===== src/smms_pkg.sv =====
package smms_pkg;

  localparam int MAP_DIM_DEF    = 256;
  localparam int MAX_POINTS_DEF = 4096;
  localparam int CELL_BITS_DEF  = 16;

  localparam int CFG_IDX_W  = 2;
  localparam int CFG_DATA_W = 25;

  localparam logic [CFG_IDX_W-1:0] REG_CELLS_PER_METER = 2'd0;
  localparam logic [CFG_IDX_W-1:0] REG_ORIGIN_CELLS    = 2'd1;
  localparam logic [CFG_IDX_W-1:0] REG_ROWS_IN_USE     = 2'd2;
  localparam logic [CFG_IDX_W-1:0] REG_COLS_IN_USE     = 2'd3;

  localparam logic [23:0]        CPM_RESET    = 24'd1310720;
  localparam logic signed [24:0] ORIGIN_RESET = 25'sd8388608;
  localparam logic [8:0]         DIM_RESET    = 9'd256;

  localparam logic [26:0] SCORE_MAX = 27'h7FFFFFF;

  typedef enum logic [3:0] {
    S_IDLE,
    S_XL,
    S_XH,
    S_YL,
    S_YH,
    S_CHK,
    S_RD,
    S_MAC,
    S_SUM
  } state_t;

  typedef struct packed {
    logic       load;
    logic       wr;
    logic       mul_lo;
    logic       mul_hi;
    logic       mul_y;
    logic       chk;
    logic       rd;
    logic [1:0] idx;
    logic       mac;
    logic       sum;
    logic       emit;
  } cmd_t;

  typedef struct packed {
    logic in_range;
    logic last;
  } sts_t;

endpackage


===== src/smms_ctrl.sv =====
module smms_ctrl
  import smms_pkg::*;
(
  input  logic clk,
  input  logic rst_n,
  input  logic in_valid,
  input  logic in_command,
  input  logic out_ready,
  input  sts_t sts,
  output logic in_ready,
  output logic out_valid,
  output cmd_t cmd
);

  state_t     state_r, state_nxt;
  logic [1:0] k_r, k_nxt;
  logic       out_valid_r, out_valid_nxt;

  always_ff @(posedge clk) begin
    if (!rst_n) begin
      state_r     <= S_IDLE;
      k_r         <= 2'd0;
      out_valid_r <= 1'b0;
    end else begin
      state_r     <= state_nxt;
      k_r         <= k_nxt;
      out_valid_r <= out_valid_nxt;
    end
  end

  always_comb begin
    cmd       = '0;
    state_nxt = state_r;
    k_nxt     = k_r;
    in_ready  = 1'b0;
    case (state_r)
      S_IDLE: begin
        in_ready = 1'b1;
        if (in_valid) begin
          if (in_command) begin
            cmd.load  = 1'b1;
            state_nxt = S_XL;
          end else begin
            cmd.wr = 1'b1;
          end
        end
      end
      S_XL: begin
        cmd.mul_lo = 1'b1;
        state_nxt  = S_XH;
      end
      S_XH: begin
        cmd.mul_hi = 1'b1;
        state_nxt  = S_YL;
      end
      S_YL: begin
        cmd.mul_lo = 1'b1;
        cmd.mul_y  = 1'b1;
        state_nxt  = S_YH;
      end
      S_YH: begin
        cmd.mul_hi = 1'b1;
        cmd.mul_y  = 1'b1;
        state_nxt  = S_CHK;
      end
      S_CHK: begin
        cmd.chk   = 1'b1;
        k_nxt     = 2'd0;
        state_nxt = sts.in_range ? S_RD : S_SUM;
      end
      S_RD: begin
        cmd.rd    = 1'b1;
        cmd.idx   = k_r;
        state_nxt = S_MAC;
      end
      S_MAC: begin
        cmd.mac = 1'b1;
        k_nxt   = k_r + 2'd1;
        if (&k_r) begin
          state_nxt = S_SUM;
        end else begin
          state_nxt = S_RD;
        end
      end
      S_SUM: begin
        if (!sts.last) begin
          cmd.sum   = 1'b1;
          state_nxt = S_IDLE;
        end else if (!out_valid_r || out_ready) begin
          cmd.sum   = 1'b1;
          cmd.emit  = 1'b1;
          state_nxt = S_IDLE;
        end
      end
      default: begin
        state_nxt = S_IDLE;
      end
    endcase
    out_valid_nxt = cmd.emit | (out_valid_r & ~out_ready);
  end

  assign out_valid = out_valid_r;

endmodule


===== config.mk =====
export PLATFORM = sky130hd
export DESIGN_NAME = smms_ctrl
export DESIGN_NICKNAME = d
export VERILOG_FILES = /design/src/smms_pkg.sv /design/src/smms_ctrl.sv
export SDC_FILE = /design/constraint.sdc
export NUM_CORES = 1
export LEC_CHECK = 0
export CORE_AREA = 2 2 39 41
export DETAILED_ROUTE_END_ITERATION = 16
export DIE_AREA = 0 0 41 43
export DONT_BUFFER_PORTS = 1
export PLACE_DENSITY_LB_ADDON = 0.1
export SETUP_SLACK_MARGIN = 0.5
export SLEW_MARGIN = 10
export SYNTH_ARGS = -nofsm -noshare
export SYNTH_HDL_FRONTEND = slang
export SYNTH_SLANG_ARGS = --single-unit

===== constraint.sdc =====
create_clock -name clk -period 1.6 [get_ports clk]
set_clock_uncertainty 0.15 [all_clocks]
set_input_delay 0.08 -clock clk [delete_from_list [all_inputs] [get_ports clk]]
set_output_delay 0.08 -clock clk [all_outputs]
set_load 0.01 [all_outputs]

==> results by group, run 1 <==
Clocking
  – CTS buffer count: 3
  – Worst-skew pair later-pin latency: 0.25 ns
  – Root buf cell: clkbuf_4
  – H-tree levels: 1
  – CTS clk-pin slew, worst paths: 0.06 ns
  – Clock buffer depth: 2
  – Post-CTS Hold Buffers: 4
  – Clk sinks: 7
  – CTS tree: done

Synth
  – Cell Area, Synth: 489 um^2
  – Compound-Gate Fraction of Synth Area: 17.4%
  – Synth Warn #: 0
  – Synth Net Count: 72
  – Proportion of synthesized area in mux cells: 0%
  – Synth Area in XOR/XNOR: 1.79%
  – Synth Instances: 64
  – Adder-cell share of the synthesized area: 2.56%
  – Post-synth cell types: 27
  – Post-synthesis average cell area: 7.64 um^2
  – Simple-gate share of the synthesized area: 42.2%
  – Largest family of logic cells by synthesized area: simple AND/OR/NAND/NOR gates
  – Sequential area share after synthesis: 28.6%
  – #FFs+latches synth: 7

Placement
  – I/O Buffers: 0
  – Placed cells: 77
  – Routability cong.: 0.630
  – DP Area: 542 um^2
  – DP HPWL: 729 um

Flow run
  – Max-cap violations: 0

Power
  – PwrDens: 626 nW/um^2
  – Logic pwr share: 25.2%
  – Switching share of power: 29.8%
  – Switching pwr: 143 uW
  – Int Power: 335 uW
  – Clk pwr share: 34.2%
  – Max IR drop VDD: 385 uV
  – Register share of total power: 40.5%
  – Leak: 0.000309 uW

Critical path
  – Critical Path RT: 1.37 ns
  – Worst reg-to-reg path cell count: 4
  – Startpoint types: register
  – Crit end category: primary output
  – Max FO, Critical Path: 6
  – CP arrival: 1.21 ns
  – Crit Path Class: register to primary output
  – Reg2reg setup slack: 0.21 ns

Final layout
  – Multi-input logic area: 422 um^2
  – Ant. Diodes: 0
  – FF+latch area: 155 um^2
  – Fillers: 130
  – Post-route cell area: 763 um^2
  – Post-Layout Cell Count: 94
  – Synth-to-Final Area Change: 56.0%
  – Layout cells sized above 1: 48.7%
  – Layout Utilization: 55.2%
  – Nets: 87

STA
  – Highest Clock Rate: 0.697 GHz
  – Slew Limit Fails: 0
  – RSZ-0062 raised after global routing: yes
  – Setup_tns: 0 ns
  – Min cycle time layout: 1.44 ns
  – Final setup fails: 0
  – Final period util: 89.7%
  – Slew @ Worst Pin: 0.469 ns
  – Worst Hold Margin: -0.132 ns
  – Slew HR: 68.6%
  – Final Hold Fails: 3

Die
  – Die area: 1760 um^2
  – # IOs: 21
  – Core box area: 1380 um^2
  – Starting Density: 35.4%
  – Die Wd: 41 um
  – Num rows: 14
  – Die height: 43 um

Global routing
  – Congestion Overflow GR: 0
  – Global Route met2 Usage: 20.9%
  – Busiest grt layer: met2
  – Largest net degree at the start of global routing: 12
  – Met3 Use GR: 4.71%
  – Vias in the first global route: 408
  – First-pass GRT wire length: 1760 um
  – Met1 usage: 19.4%
  – Gr usage total: 14.9%
  – Initial antenna violation count: 0

Hold path
  – Hold Crit Depth: 2
  – Hold WC Path Type: input port to register

Route
  – Detailed Route WL: 1120 um
  – Vias/cell: 5.01
  – First-pass DRT Iterations: 2
  – DRC viols: 0
  – Antenna-violating nets left: 0
  – Vias: 471
  – Post-detailed-route wirelength per cell: 11.9 um
  – Initial DRC Count: 2

Status
  – Status: complete, but fails checks
  – Failing checks: hold timing
## flip-flops by register name (all words and copies together) (netlist names)
signal	flops
k_r	2
out_valid	1
state_r	4
## through the flow
stage / power [uW] / hold WS, ns / setup WS [ns]
6_report: 478 / -0.132 / 0.165
5_1_grt: 505 / -0.103 / 0.127
4_1_cts: 454 / -0.145 / 0.162
3_5_place_dp: 258 / 0.0444 / 0.264
3_3_place_gp: 257 / 0.0450 / 0.273
2_1_floorplan: 259 / 0.0430 / 0.368
## kinds of logic (layout without fill, tap and decap cells)
kind of cell    count (synthesis)  after routing
flops                           7              7
compound gates                 13             13
buf+inv                         7             21
fa+ha+maj                       1              1
xor+xnor                        1              1
simple gates                   35             35
## cell usage after synthesis, drive strengths merged
| cell type | n | area [um^2] |
|---|---|---|
| xnor2 | 1 | 8.76 |
| a211o | 2 | 17.5 |
| nor3 | 2 | 15.0 |
| buf | 3 | 21.3 |
| and2 | 2 | 12.5 |
| nand3 | 2 | 10.0 |
| or2 | 1 | 6.26 |
| o21ai | 2 | 10.0 |
| nor2b | 4 | 25.0 |
| nand3b | 1 | 20.0 |
| nor4b | 1 | 15.0 |
| and3b | 1 | 8.76 |
| or2b | 1 | 7.51 |
| dfxtp | 7 | 140 |
| nand2b | 1 | 6.26 |
| nor3b | 1 | 7.51 |
| nor2 | 9 | 33.8 |
| inv | 4 | 15.0 |
| a211oi | 1 | 7.51 |
| a21boi | 4 | 30.0 |
| a21oi | 4 | 20.0 |
| nand2 | 8 | 30.0 |
| ha | 1 | 12.5 |
| or3b | 1 | 8.76 |
## cells in the final DEF (no fill, tap or decap), types with 4 or more instances in the layout
cell type,n
buf_4,5
dfxtp_4,4
nor2_2,4
nand2_1,6
buf_6,4
dlygate4sd3_1,4
## worst max-delay path: stages (launching register included)
cell and delay, ns:
dfxtp_4 0.37, buf_6 0.14, nor2_4 0.12, nand2_4 0.07, nor3b_4 0.24
## final timing paths
kind                           startpoint                       to
setup / recovery  state_r[2]$_SDFFE_PN0P_                  cmd[10]
hold / removal                   in_valid  state_r[0]$_SDFFE_PN0P_
setup reg to reg  state_r[0]$_SDFFE_PN0P_      k_r[0]$_SDFFE_PN0P_
hold reg to reg       k_r[1]$_SDFFE_PN0P_      k_r[1]$_SDFFE_PN0P_
## final cells by class
cell class                 instances  area share, %
inverter                           4           2.30
tap                               16           2.62
timing repair buffer              13           16.1
multi-input combinational         50           55.2
sequential                         7           20.3
clock buffer                       4           3.44
## power by group through the flow
stage / logic (uW) / clock network (uW) / registers, uW
after detailed placement: 51.7 / 0 / 206
after CTS: 88.2 / 172 / 194
after global routing: 130 / 180 / 195
final: 121 / 164 / 194
after global placement: 51.6 / 0 / 206
after floorplan: 68.9 / 0 / 190
## what timing repair did
| item | in CTS | in global routing |
|---|---|---|
| endpoints found under the hold margin | 7 | 2 |
| setup endpoints to repair | 19 | 20 |
| gates resized for setup | 12 | 12 |
| pin swaps | 3 | 5 |
| setup buffers | 6 | 3 |
| cloned | 0 | 0 |
## metal layers
metal | share of wire [%] | vias to the layer above
met4 | 0.98 | 0
met5 | 0 | -
met3 | 4.6 | 2
met1 | 50 | 214
met2 | 45 | 13
li1 | - | 242
(Power assumes the default switching activity.)
==> run 2, diff against run 1 <==
MAX_ROUTING_LAYER = met4   (was not set)
==> results by group, run 2 (synthesis gave the netlist of run 1 again) <==
Critical path
  – Crit Path Class: register to primary output (unchanged)
  – Slowest stage delay, CP: 0.37 ns (about the same)
  – Critical Path RT: 1.37 ns (about the same)
  – Max FO, Critical Path: 6 (unchanged)
  – CP cell instances: buf_6, nor2_4, nand2_4, nor3b_4 (unchanged)
  – Crit end category: primary output (unchanged)
  – CP arrival: 1.21 ns (about the same)
  – CP max-delay cell: dfxtp_4 (unchanged)
  – Startpoint types: register (unchanged)

Final layout
  – Ant. Diodes: 0 (unchanged)
  – Post-route cell area: 763 um^2 (unchanged)
  – Nets: 87 (unchanged)
  – Largest Register: state_r (unchanged)
  – Layout Utilization: 55.2% (unchanged)
  – Synth-to-Final Area Change: 56.0% (unchanged)
  – Commonest cells after routing, fill and taps aside: nand2_1 (6), buf_4 (5) (unchanged)
  – Most common cell after layout, fill and taps aside: nand2_1 (unchanged)
  – Max reg flops: 4 (unchanged)
  – Layout cells sized above 1: 48.7% (unchanged)

STA
  – Min cycle time layout: 1.44 ns (about the same)
  – Highest Clock Rate: 0.697 GHz (about the same)
  – Final setup fails: 0 (unchanged)
  – Worst Hold Margin: -0.132 ns (about the same)
  – Slew Limit Fails: 0 (unchanged)
  – Final Hold Fails: 3 (unchanged)
  – Slew @ Worst Pin: 0.471 ns (was 0.469 ns)
  – Final setup margin: 0.165 ns (about the same)
  – Final period util: 89.7% (about the same)
  – Setup_tns: 0 ns (unchanged)
  – Slew HR: 68.6% (about the same)
  – RSZ-0062 raised after global routing: yes (unchanged)

Power
  – Clk pwr share: 34.2% (about the same)
  – Max IR drop VDD: 385 uV (about the same)
  – Logic pwr share: 25.2% (about the same)
  – Switching share of power: 29.8% (about the same)
  – Leak: 0.000309 uW (unchanged)
  – Register share of total power: 40.6% (was 40.5%)
  – PwrDens: 626 nW/um^2 (about the same)
  – Int Power: 335 uW (about the same)
  – Switching pwr: 143 uW (about the same)

Die
  – Starting Density: 35.4% (unchanged)
  – Core box area: 1380 um^2 (unchanged)
  – Num rows: 14 (unchanged)
  – Die Wd: 41 um (unchanged)
  – Die area: 1760 um^2 (unchanged)
  – # IOs: 21 (unchanged)
  – Die height: 43 um (unchanged)

Clocking
  – CTS tree: done (unchanged)
  – Clk sinks: 7 (unchanged)
  – Worst-skew pair later-pin latency: 0.25 ns (about the same)
  – Clock buffer depth: 2 (unchanged)
  – Post-CTS Hold Buffers: 4 (unchanged)
  – Root buf cell: clkbuf_4 (unchanged)
  – CTS clk-pin slew, worst paths: 0.06 ns (about the same)
  – H-tree levels: 1 (unchanged)
  – CTS buffer count: 3 (unchanged)

Route
  – Metal3 WL: 48 um (was 51 um)
  – First-pass DRT Iterations: 2 (unchanged)
  – Metal-1 WL: 558 um (was 556 um)
  – DRC viols: 0 (unchanged)
  – WL met2: 499 um (unchanged)
  – Post-detailed-route wirelength per cell: 11.9 um (unchanged)
  – Top Layer Used: met4 (unchanged)
  – Antenna-violating nets left: 0 (unchanged)
  – Vias: 471 (unchanged)
  – Initial DRC Count: 2 (unchanged)
  – Detailed Route WL: 1120 um (unchanged)
  – Vias/cell: 5.01 (unchanged)

Placement
  – Routability cong.: 0.635 (was 0.630)
  – DP Area: 542 um^2 (unchanged)
  – I/O Buffers: 0 (unchanged)
  – DP HPWL: 729 um (unchanged)
  – Place WS: 0.264 ns (unchanged)

Global routing
  – Largest net degree at the start of global routing: 12 (unchanged)
  – Vias in the first global route: 408 (unchanged)
  – First-pass GRT wire length: 1750 um (was 1760 um)
  – Gr usage total: 15.2% (was 14.9%)
  – Congestion Overflow GR: 0 (unchanged)
  – Initial antenna violation count: 0 (unchanged)

Hold path
  – Hold WC Path Type: input port to register (unchanged)

Status
  – Status: complete, but fails checks (unchanged)
  – Failing checks: hold timing (unchanged)

Flow run
  – Max-cap violations: 0 (unchanged)
[run 2: cell counts in the layout (fill, tap and decap cells not counted)]
Identical to the previous run, type by type.
[run 2: final timing paths]
check	startpoint	endpoint	slack, ns	cells after the start
setup / recovery	state_r[2]$_SDFFE_PN0P_	cmd[10]	0.16	4
setup reg to reg	state_r[0]$_SDFFE_PN0P_	k_r[0]$_SDFFE_PN0P_	0.21	4
hold reg to reg	k_r[1]$_SDFFE_PN0P_	k_r[1]$_SDFFE_PN0P_	0.34	2
hold / removal	in_valid	state_r[0]$_SDFFE_PN0P_	-0.13	2
[run 2: final cells by class]
class	instances	area, um^2
Timing Repair Buffer	13	123
Fill cell	130	621
Clock buffer	4	26.3
Sequential cell	7	155
Multi-Input combinational cell	50	422
Inverter	4	17.5
Tap cell	16	20.0
[run 2: power by group through the flow]
stage / clock [uW] / sequential (uW) / combinational, uW
after global routing: 180 / 195 / 130
after floorplan: 0 / 190 / 68.9
final: 164 / 194 / 121
after global placement: 0 / 206 / 51.6
after CTS: 172 / 194 / 88.2
after detailed placement: 0 / 206 / 51.7
[run 2: what timing repair did]
item,4_1_cts,5_1_grt
hold endpoints to repair,7,2
endpoints found under the setup margin,19,20
resized for setup,12,12
pin swaps,3,5
setup buffers,6,3
[run 2: per-stage QoR]
stage | cells | total power [uW] | hold WS, ns
floorplan | 64 | 259 | 0.0430
CTS | 91 | 454 | -0.145
finish | 94 | 478 | -0.132
global placement | 77 | 257 | 0.0450
detailed placement | 77 | 258 | 0.0444
global route | 94 | 505 | -0.103
[run 2: worst max-delay path: cells and delay by family (launching register included)]
| kind | cells | cell delay (ns) |
|---|---|---|
| simple gates | 3 | 0.43 |
| buf+inv | 1 | 0.14 |
| flops | 1 | 0.37 |
[run 2: metal layers]
| layer | track usage (%) | up-vias |
|---|---|---|
| met5 | - | - |
| met4 | 8.00 | 0 |
| met3 | 4.71 | 2 |
| met2 | 20.9 | 13 |
| met1 | 19.4 | 214 |
| li1 | - | 242 |
